### src/design/spl_pkg.sv
`timescale 1ns / 1ps
// ----------------------------------------------------------------------------
// Sorted priority list package
// Sizes, codes, command and status types shared by the list engine.
// ----------------------------------------------------------------------------
package spl_pkg;

  localparam int SLOT_COUNT = 1024;
  localparam int MAX_WAYS   = 16;
  localparam int TABLE_SIZE = SLOT_COUNT + 2;
  localparam int ID_W       = $clog2(TABLE_SIZE);
  localparam int BKT_W      = $clog2(TABLE_SIZE + MAX_WAYS + 1);
  localparam int I_W        = $clog2(MAX_WAYS + 1);
  localparam int SLOT_W     = 10;
  localparam int NPRIO_W    = 32;
  localparam int PRIO_W     = 34;
  localparam int WORD_W     = 64;
  localparam int WAY_W      = 5;
  localparam int RES_W      = 11;

  localparam logic [ID_W-1:0] HEAD_ID = ID_W'(SLOT_COUNT);
  localparam logic [ID_W-1:0] TAIL_ID = ID_W'(SLOT_COUNT + 1);
  localparam logic signed [PRIO_W-1:0] HEAD_PRIO = PRIO_W'(64'h1_0000_0000);
  localparam logic signed [PRIO_W-1:0] TAIL_PRIO = '1;

  typedef enum logic [1:0] {
    FUNC_UPDATE     = 2'd0,
    FUNC_DELETE     = 2'd1,
    FUNC_GET_MIN    = 2'd2,
    FUNC_BUCKET_MIN = 2'd3
  } func_e;

  typedef enum logic [1:0] {
    ST_DONE        = 2'd0,
    ST_SKIPPED     = 2'd1,
    ST_NOT_IN_LIST = 2'd2,
    ST_LIST_EMPTY  = 2'd3
  } status_e;

  typedef enum logic [3:0] {
    S_INIT, S_IDLE, S_DISP, S_U_CHK, S_W_RD, S_W_CHK, S_V_CHK, S_INS1, S_INS2,
    S_D_CHK, S_D_CLR, S_G_CHK, S_B_RD, S_B_CHK, S_FIN
  } state_e;

  typedef enum logic [2:0] {
    RD_SLOT, RD_HEAD, RD_TAIL, RD_NXT, RD_BKT
  } rd_sel_e;

  typedef enum logic [2:0] {
    WR_NONE, WR_INIT, WR_UNLINK, WR_INS_SELF, WR_INS_NEIGH, WR_CLEAR
  } wr_op_e;

  typedef struct packed {
    rd_sel_e rd_sel;
    wr_op_e  wr_op;
    logic    init_adv;
    logic    item_ld;
    logic    walk_init;
    logic    walk_adv;
    logic    p_ld;
    logic    bkt_adv;
    logic    bkt_hit;
    logic    set_stat;
    status_e stat;
    logic    res_last;
    logic    out_ld;
  } cmd_t;

  typedef struct packed {
    logic  init_last;
    func_e func;
    logic  guard_eq;
    logic  word_zero;
    logic  slot_ok;
    logic  slot_in_tbl;
    logic  rd_linked;
    logic  walk_stop;
    logic  walk_last;
    logic  last_is_head;
    logic  bkt_end;
  } sts_t;

  function automatic logic [ID_W-1:0] valid_id(input logic [ID_W-1:0] id);
    return (32'(id) < TABLE_SIZE) ? id : TAIL_ID;
  endfunction

endpackage

### src/design/spl_ctrl.sv
`timescale 1ns / 1ps
// ----------------------------------------------------------------------------
// Sorted priority list controller
// Sequences table clearing, operations and the response beat.
// ----------------------------------------------------------------------------
module spl_ctrl (
  input  logic          clk_i,
  input  logic          rst_ni,
  input  logic          req_valid_i,
  output logic          req_ready_o,
  output logic          rsp_valid_o,
  input  logic          rsp_ready_i,
  input  spl_pkg::sts_t sts_i,
  output spl_pkg::cmd_t cmd_o
);

  spl_pkg::state_e state_q, state_d;
  logic            out_valid_q, out_valid_d;
  logic            fin_go;

  assign fin_go = !out_valid_q || rsp_ready_i;

  always_comb begin
    state_d = state_q;
    case (state_q)
      spl_pkg::S_INIT: if (sts_i.init_last) state_d = spl_pkg::S_IDLE;
      spl_pkg::S_IDLE: if (req_valid_i) state_d = spl_pkg::S_DISP;
      spl_pkg::S_DISP: begin
        case (sts_i.func)
          spl_pkg::FUNC_UPDATE: begin
            if (!sts_i.guard_eq || !sts_i.slot_ok) state_d = spl_pkg::S_FIN;
            else state_d = spl_pkg::S_U_CHK;
          end
          spl_pkg::FUNC_DELETE: begin
            if (!sts_i.word_zero || !sts_i.slot_ok) state_d = spl_pkg::S_FIN;
            else state_d = spl_pkg::S_D_CHK;
          end
          spl_pkg::FUNC_GET_MIN: state_d = spl_pkg::S_G_CHK;
          default: begin
            if (!sts_i.slot_in_tbl) state_d = spl_pkg::S_FIN;
            else state_d = spl_pkg::S_B_RD;
          end
        endcase
      end
      spl_pkg::S_U_CHK: state_d = spl_pkg::S_W_RD;
      spl_pkg::S_W_RD:  state_d = spl_pkg::S_W_CHK;
      spl_pkg::S_W_CHK: begin
        if (sts_i.walk_stop) state_d = spl_pkg::S_INS1;
        else if (sts_i.walk_last) state_d = spl_pkg::S_V_CHK;
      end
      spl_pkg::S_V_CHK: state_d = spl_pkg::S_INS1;
      spl_pkg::S_INS1:  state_d = spl_pkg::S_INS2;
      spl_pkg::S_INS2:  state_d = spl_pkg::S_FIN;
      spl_pkg::S_D_CHK: begin
        if (sts_i.rd_linked) state_d = spl_pkg::S_D_CLR;
        else state_d = spl_pkg::S_FIN;
      end
      spl_pkg::S_D_CLR: state_d = spl_pkg::S_FIN;
      spl_pkg::S_G_CHK: state_d = spl_pkg::S_FIN;
      spl_pkg::S_B_RD: begin
        if (sts_i.bkt_end) state_d = spl_pkg::S_FIN;
        else state_d = spl_pkg::S_B_CHK;
      end
      spl_pkg::S_B_CHK: begin
        if (sts_i.rd_linked) state_d = spl_pkg::S_B_RD;
        else state_d = spl_pkg::S_FIN;
      end
      spl_pkg::S_FIN: if (fin_go) state_d = spl_pkg::S_IDLE;
      default: state_d = spl_pkg::S_IDLE;
    endcase
  end

  always_comb begin
    cmd_o          = '0;
    cmd_o.rd_sel   = spl_pkg::RD_SLOT;
    cmd_o.wr_op    = spl_pkg::WR_NONE;
    cmd_o.stat     = spl_pkg::ST_DONE;
    req_ready_o    = 1'b0;
    case (state_q)
      spl_pkg::S_INIT: begin
        cmd_o.wr_op    = spl_pkg::WR_INIT;
        cmd_o.init_adv = 1'b1;
      end
      spl_pkg::S_IDLE: begin
        req_ready_o   = 1'b1;
        cmd_o.item_ld = req_valid_i;
      end
      spl_pkg::S_DISP: begin
        case (sts_i.func)
          spl_pkg::FUNC_UPDATE: begin
            if (!sts_i.guard_eq) begin
              cmd_o.set_stat = 1'b1;
              cmd_o.stat     = spl_pkg::ST_SKIPPED;
            end else if (!sts_i.slot_ok) begin
              cmd_o.set_stat = 1'b1;
              cmd_o.stat     = spl_pkg::ST_NOT_IN_LIST;
            end
          end
          spl_pkg::FUNC_DELETE: begin
            if (!sts_i.word_zero) begin
              cmd_o.set_stat = 1'b1;
              cmd_o.stat     = spl_pkg::ST_SKIPPED;
            end else if (!sts_i.slot_ok) begin
              cmd_o.set_stat = 1'b1;
              cmd_o.stat     = spl_pkg::ST_NOT_IN_LIST;
            end
          end
          spl_pkg::FUNC_GET_MIN: cmd_o.rd_sel = spl_pkg::RD_TAIL;
          default: begin
            if (!sts_i.slot_in_tbl) begin
              cmd_o.set_stat = 1'b1;
              cmd_o.stat     = spl_pkg::ST_NOT_IN_LIST;
            end
          end
        endcase
      end
      spl_pkg::S_U_CHK: if (sts_i.rd_linked) cmd_o.wr_op = spl_pkg::WR_UNLINK;
      spl_pkg::S_W_RD: begin
        cmd_o.rd_sel    = spl_pkg::RD_HEAD;
        cmd_o.walk_init = 1'b1;
      end
      spl_pkg::S_W_CHK: begin
        if (sts_i.walk_stop) begin
          cmd_o.p_ld = 1'b1;
        end else begin
          cmd_o.walk_adv = 1'b1;
          cmd_o.rd_sel   = spl_pkg::RD_NXT;
        end
      end
      spl_pkg::S_V_CHK: cmd_o.p_ld = 1'b1;
      spl_pkg::S_INS1:  cmd_o.wr_op = spl_pkg::WR_INS_SELF;
      spl_pkg::S_INS2:  cmd_o.wr_op = spl_pkg::WR_INS_NEIGH;
      spl_pkg::S_D_CHK: begin
        if (sts_i.rd_linked) begin
          cmd_o.wr_op = spl_pkg::WR_UNLINK;
        end else begin
          cmd_o.set_stat = 1'b1;
          cmd_o.stat     = spl_pkg::ST_NOT_IN_LIST;
        end
      end
      spl_pkg::S_D_CLR: cmd_o.wr_op = spl_pkg::WR_CLEAR;
      spl_pkg::S_G_CHK: begin
        if (sts_i.last_is_head) begin
          cmd_o.set_stat = 1'b1;
          cmd_o.stat     = spl_pkg::ST_LIST_EMPTY;
        end else begin
          cmd_o.res_last = 1'b1;
        end
      end
      spl_pkg::S_B_RD: cmd_o.rd_sel = spl_pkg::RD_BKT;
      spl_pkg::S_B_CHK: begin
        if (sts_i.rd_linked) cmd_o.bkt_adv = 1'b1;
        else cmd_o.bkt_hit = 1'b1;
      end
      spl_pkg::S_FIN: cmd_o.out_ld = fin_go;
      default: begin
      end
    endcase
  end

  always_comb begin
    out_valid_d = out_valid_q;
    if (cmd_o.out_ld) begin
      out_valid_d = 1'b1;
    end else if (rsp_ready_i) begin
      out_valid_d = 1'b0;
    end
  end

  always_ff @(posedge clk_i or negedge rst_ni) begin
    if (!rst_ni) begin
      state_q     <= spl_pkg::S_INIT;
      out_valid_q <= 1'b0;
    end else begin
      state_q     <= state_d;
      out_valid_q <= out_valid_d;
    end
  end

  assign rsp_valid_o = out_valid_q;

endmodule

### config.mk
export PLATFORM = sky130hd
export DESIGN_NAME = spl_ctrl
export DESIGN_NICKNAME = d
export VERILOG_FILES = /design/src/design/spl_pkg.sv /design/src/design/spl_ctrl.sv
export SDC_FILE = /design/constraint.sdc
export NUM_CORES = 1
export LEC_CHECK = 0
export ABC_AREA = 1
export BUFFER_PORTS_ARGS = -buffer_cell sky130_fd_sc_hd__buf_2
export CAP_MARGIN = 20
export CORE_MARGIN = 5
export CORE_UTILIZATION = 45
export CTS_BUF_LIST = sky130_fd_sc_hd__clkbuf_4 sky130_fd_sc_hd__clkbuf_8 sky130_fd_sc_hd__clkbuf_16
export DETAILED_ROUTE_END_ITERATION = 8
export PLACE_DENSITY = 0.89
export SLEW_MARGIN = 20
export SYNTH_ARGS = -nofsm -noshare
export SYNTH_HDL_FRONTEND = slang
export SYNTH_SLANG_ARGS = --single-unit
### constraint.sdc
create_clock -name clk_i -period 1.78 [get_ports clk_i]
set_clock_uncertainty 0.2 [all_clocks]
set_input_delay 0.089 -clock clk_i [delete_from_list [all_inputs] [get_ports clk_i]]
set_output_delay 0.089 -clock clk_i [all_outputs]
set_load 0.01 [all_outputs]
### Word-level counts from Yosys, hierarchy flattened

Cells that the tools add are included.

* register bits: 5
* bits of input ports: 16
* output and inout bits: 20

* reductions and logical operators: 13
* eq/ne operators: 20
* mux-type cells: 42

Operators with widths (number)
* one-hot mux 4 bit (13 select lines): 1
* equality test 4 bit (second input constant): 7
* two-way mux 3 bit: 8
* two-way mux 4 bit: 6
* one-hot mux 3 bit (3 select lines): 2
* equality test 4 x 3 -> 1 bit (second input constant): 4
* one-hot mux 3 bit (5 select lines): 1
* two-way mux 1 bit: 14
* two-way mux 2 bit: 7
* one-hot mux 3 bit (4 select lines): 1
* one-hot mux 4 bit (3 select lines): 1
* equality test 4 x 2 -> 1 bit (second input constant): 2
* inequality test 2 bit (second input constant): 3
* equality test 4 x 1 -> 1 bit (second input constant): 1
* logical NOT 1 bit: 4
* logical NOT 4 bit: 1
* AND reduction 4 bit: 1
* logical OR 1 bit: 3
* inequality test 3 bit (second input constant): 1
* OR reduction 3 bit: 1
* equality test 2 x 1 -> 1 bit (second input constant): 1
* equality test 2 bit (second input constant): 1
* logical NOT 2 bit: 1
* one-hot mux 1 bit (2 select lines): 1
* other kinds (2): 2

### Longest topological paths before layout

* depth after elaboration: 5
* mapped depth: 10
* depth with buffers taken out: 9

### Worst setup path before layout

Ideal clock, no wire load.

* path type: register to register
* start: register state_q[2]
* end: register state_q[2]
* library setup time: 0.120 ns
* setup slack: 0.344 ns
* clock period less this slack: 1.436 ns
* stages on the path, launching flop included: 10
* path buffers: 1
* data arrival time: 1.116 ns
* cells stage by stage: dfrtp_1 buf_6 nor2_4 inv_2 nor2_2 nand2_1 nand2_2 nor2_2 nand2_1 nand2_1

* cells in the longest elaborated chain, start to end: 3
* elaborated cells between the ends (all ways): 22
* those cells by class: 18 x eq/ne; 1 x mux; 3 x reduce/logical

RTL lines
* start: declaration: line spl_ctrl.sv:17 `spl_pkg::state_e state_q, state_d;`
* start signal: assignment: line spl_ctrl.sv:172 `state_q <= spl_pkg::S_INIT;`
* start signal: assignment: line spl_ctrl.sv:175 `state_q <= state_d;`
* equality test 4 bit (tied with other cells): line spl_ctrl.sv:25 `case (state_q)`
* OR reduction 3 bit (no line) (tied with other cells)
* one-hot mux 4 bit (13 select lines) / AND reduction 4 bit (equally long branches)

Parallel ways exist; a longest one is shown, timed or not.
A chain may end at the register's enable or synchronous reset.

==> summary.txt <==
Timing
  – # setup viols final: 0
  – Final Critical Period: 1.73 ns
  – Crit share post-route: 97.3%
  – Slew headroom: 80.9%
  – Unrepaired setup endpoints after global routing: true
  – Final hold violations: 0
  – Slew Limit Fails: 0
  – Fmax achieved: 577 MHz
  – Worst hold slack: 0.00635 ns
  – Setup TNS: 0 ns
  – Least-Margin Pin Slew: 0.286 ns

Setup path
  – Crit end category: output pin
  – CP most frequent cell: inv_2
  – Critical Path AT: 1.44 ns
  – R2R cell count: 8
  – Startpoint types: register
  – Critical path class: register to output pin
  – Worst-path fanout max: 8
  – Largest stage delay on the critical path: 0.47 ns
  – Worst R2R End: state_q[2]
  – Worst r2r src: state_q[2]
  – R2R Setup Slk: 0.18 ns
  – Slowest cell on crit path: dfrtp_2
  – Worst path required time: 1.49 ns
  – Worst-path cell chain: inv_2 > nand2_4 > nor2_4 > inv_1 > nor2_2 > inv_2 > o21ai_2 > buf_2

Status
  – Outcome: completed

Placement
  – Routability cong.: 0.903
  – Port Buf Inserts: 35
  – DP Wirelength: 1940 um

Cells and area
  – Net count, final: 207
  – Share of layout cells above drive strength 1: 38.4%
  – Sequential cell area: 130 um^2
  – Post-layout util: 64.1%
  – Fill cells: 179
  – Synthesis-to-layout area growth: 36.4%
  – Area of the multi-input gates: 582 um^2
  – # diodes: 0

Detailed routing
  – Routed Wire Length: 2510 um
  – Initial drt markers: 33
  – Drt pass-1 iters: 4
  – WL/cell: 11.9 um
  – Final antenna-violating net count: 0
  – DRC violations left: 0
  – Vias: 1029
  – Vias/cell: 4.90

Logic synthesis
  – Cells after Synth: 144
  – Post-Syn Area: 811 um^2
  – Yosys warning count: 0
  – #FFs+latches synth: 5
  – Synth cell types: 22
  – Register area share after synthesis: 15.4%
  – Mean Syn Cell Area: 5.63 um^2
  – Synth Net Count: 165

Min path
  – Hold crit path type: input port to register
  – Worst hold stages: 6
  – Hold Path End: state_q[0]
  – HP Start: sts_i[2]

Power
  – Maximum VDD drop: 0.000617 V
  – Power Dens Cells: 1390 nW/um^2
  – Leakage Power: 0.706 nW

Floorplanning
  – Core area: 1730 um^2
  – Cell Rows: 15
  – Die Wd: 52.4 um
  – Die height: 52.4 um
  – Initial core utilization: 47.0%
  – Full die area: 2750 um^2
  – Top-level port count: 36

GRT
  – GR Overflow Total: 0
  – Largest net degree at the start of global routing: 9
  – First-pass GRT wire length: 3810 um
  – Vias in the first global route: 970
  – GRT Overall Usage: 18.3%
  – Initial antenna violation count: 0

Clocking
  – CTS root buf: clkbuf_4
  – CTS sink cnt: 5
  – Clk slew on worst S/H paths: 0.06 ns
  – TritonCTS Buffers: 3
  – Clock Path Buffers: 2
  – Number of H-tree levels: 1
  – CTS tree: yes
  – Worst-Skew Late Latency: 0.26 ns

Flow run
  – Maxcap violations: 0
==> power breakdown <==
| part | total [mW] | switching, mW | internal (mW) |
|---|---|---|---|
| clock | 0.158 | 0.0577 | 0.101 |
| sequential | 0.321 | 0.140 | 0.181 |
| combinational | 1.06 | 0.664 | 0.397 |
==> per-layer routing <==
layer,track usage [%],share of wire (%),up-vias
met4,5.11,3.5,0
met5,0,0,-
li1,-,-,523
met2,34.9,50,54
met3,3.42,8.1,10
met1,20.0,39,442
==> through the flow <==
step           setup slack [ns]  std cells  power, mW  area [um^2]
5_1_grt                 -0.0278        210       1.68         1110
3_3_place_gp              0.244        201       1.23          991
4_1_cts                  0.0198        208       1.41         1050
6_report                 0.0476        210       1.54         1110
3_5_place_dp              0.206        201       1.24          991
2_1_floorplan             0.344        144      0.999          811
==> cell usage after synthesis <==
library cell  number  area share (%)
inv_1             24              11
nor2_1            16             7.4
a21oi_2            1             1.1
o21ai_0            3             1.9
inv_2              6             2.8
nor2_4             1             1.4
nand2_1           39              18
o21ai_1            1            0.62
o21ai_2            2             2.2
nand2_4            1             1.4
o22ai_1            1            0.77
nor3_1             3             1.9
nand4_1            3             2.3
nand2_2            7             5.4
ha_1               5             7.7
nand3_1           15             9.3
buf_4              2             1.9
dfrtp_1            5              15
a21oi_1            1            0.62
nor2_2             6             4.6
buf_6              1             1.4
o211ai_1           1            0.93
==> layout by cell type, fill, tap and decap left out, types with 4 or more instances in the layout <==
cell      netlist  routed
nand2_1        39      39
buf_2           0      35
inv_1          24      23
nor2_1         16      15
nand3_1        15      15
inv_2           6       7
nor2_2          6       5
ha_1            5       5
nand2_4         1       4
nand2_2         7       4
clkbuf_4        0       4
dfrtp_2         0       4
==> logic make-up (layout without fill, tap and decap cells) <==
group | after synthesis | in the layout | share of synthesized area [%]
buf+inv | 33 | 74 | 17.1
fa+ha+maj | 5 | 5 | 7.72
simple gates | 91 | 91 | 51.7
flops | 5 | 5 | 15.4
compound gates | 10 | 10 | 8.02
==> what timing repair did <==
item	in CTS	in global routing
pin swaps	0	1
hold endpoints to repair	6	0
setup endpoints to repair	5	6
setup buffers	0	2
gates resized for setup	3	9
hold buffers	3	0
==> flip-flops by register name, summed over array words and instances, names as in the netlist <==
signal,count
state_q,4
rsp_valid_o,1
==> worst max-delay path by stage <==
stage / startpoint / to / slack (ns) / cells past startpoint
6_report: state_q[1] / cmd_o[16] / 0.05 / 8
2_1_floorplan: state_q[2] / state_q[2] / 0.34 / 9
3_5_place_dp: state_q[2] / state_q[1] / 0.21 / 7
3_3_place_gp: state_q[2] / cmd_o[2] / 0.24 / 6
5_1_grt: state_q[1] / cmd_o[15] / -0.03 / 8
4_1_cts: state_q[1] / cmd_o[16] / 0.02 / 8
==> layout make-up <==
type / count / area share (%)
clock buffers: 4 / 2.71
well taps: 25 / 2.83
flip-flops and latches: 5 / 11.8
repair buffers: 40 / 19.9
multi-input cells: 106 / 52.6
inverters: 30 / 10.2
==> worst max-delay path, delay by kind of cell (launching register included) <==
family	cells	cell delay [ns]
compound gates	1	0.04
buf+inv	4	0.36
flops	1	0.47
simple gates	3	0.31
(Power assumes the default switching activity.)
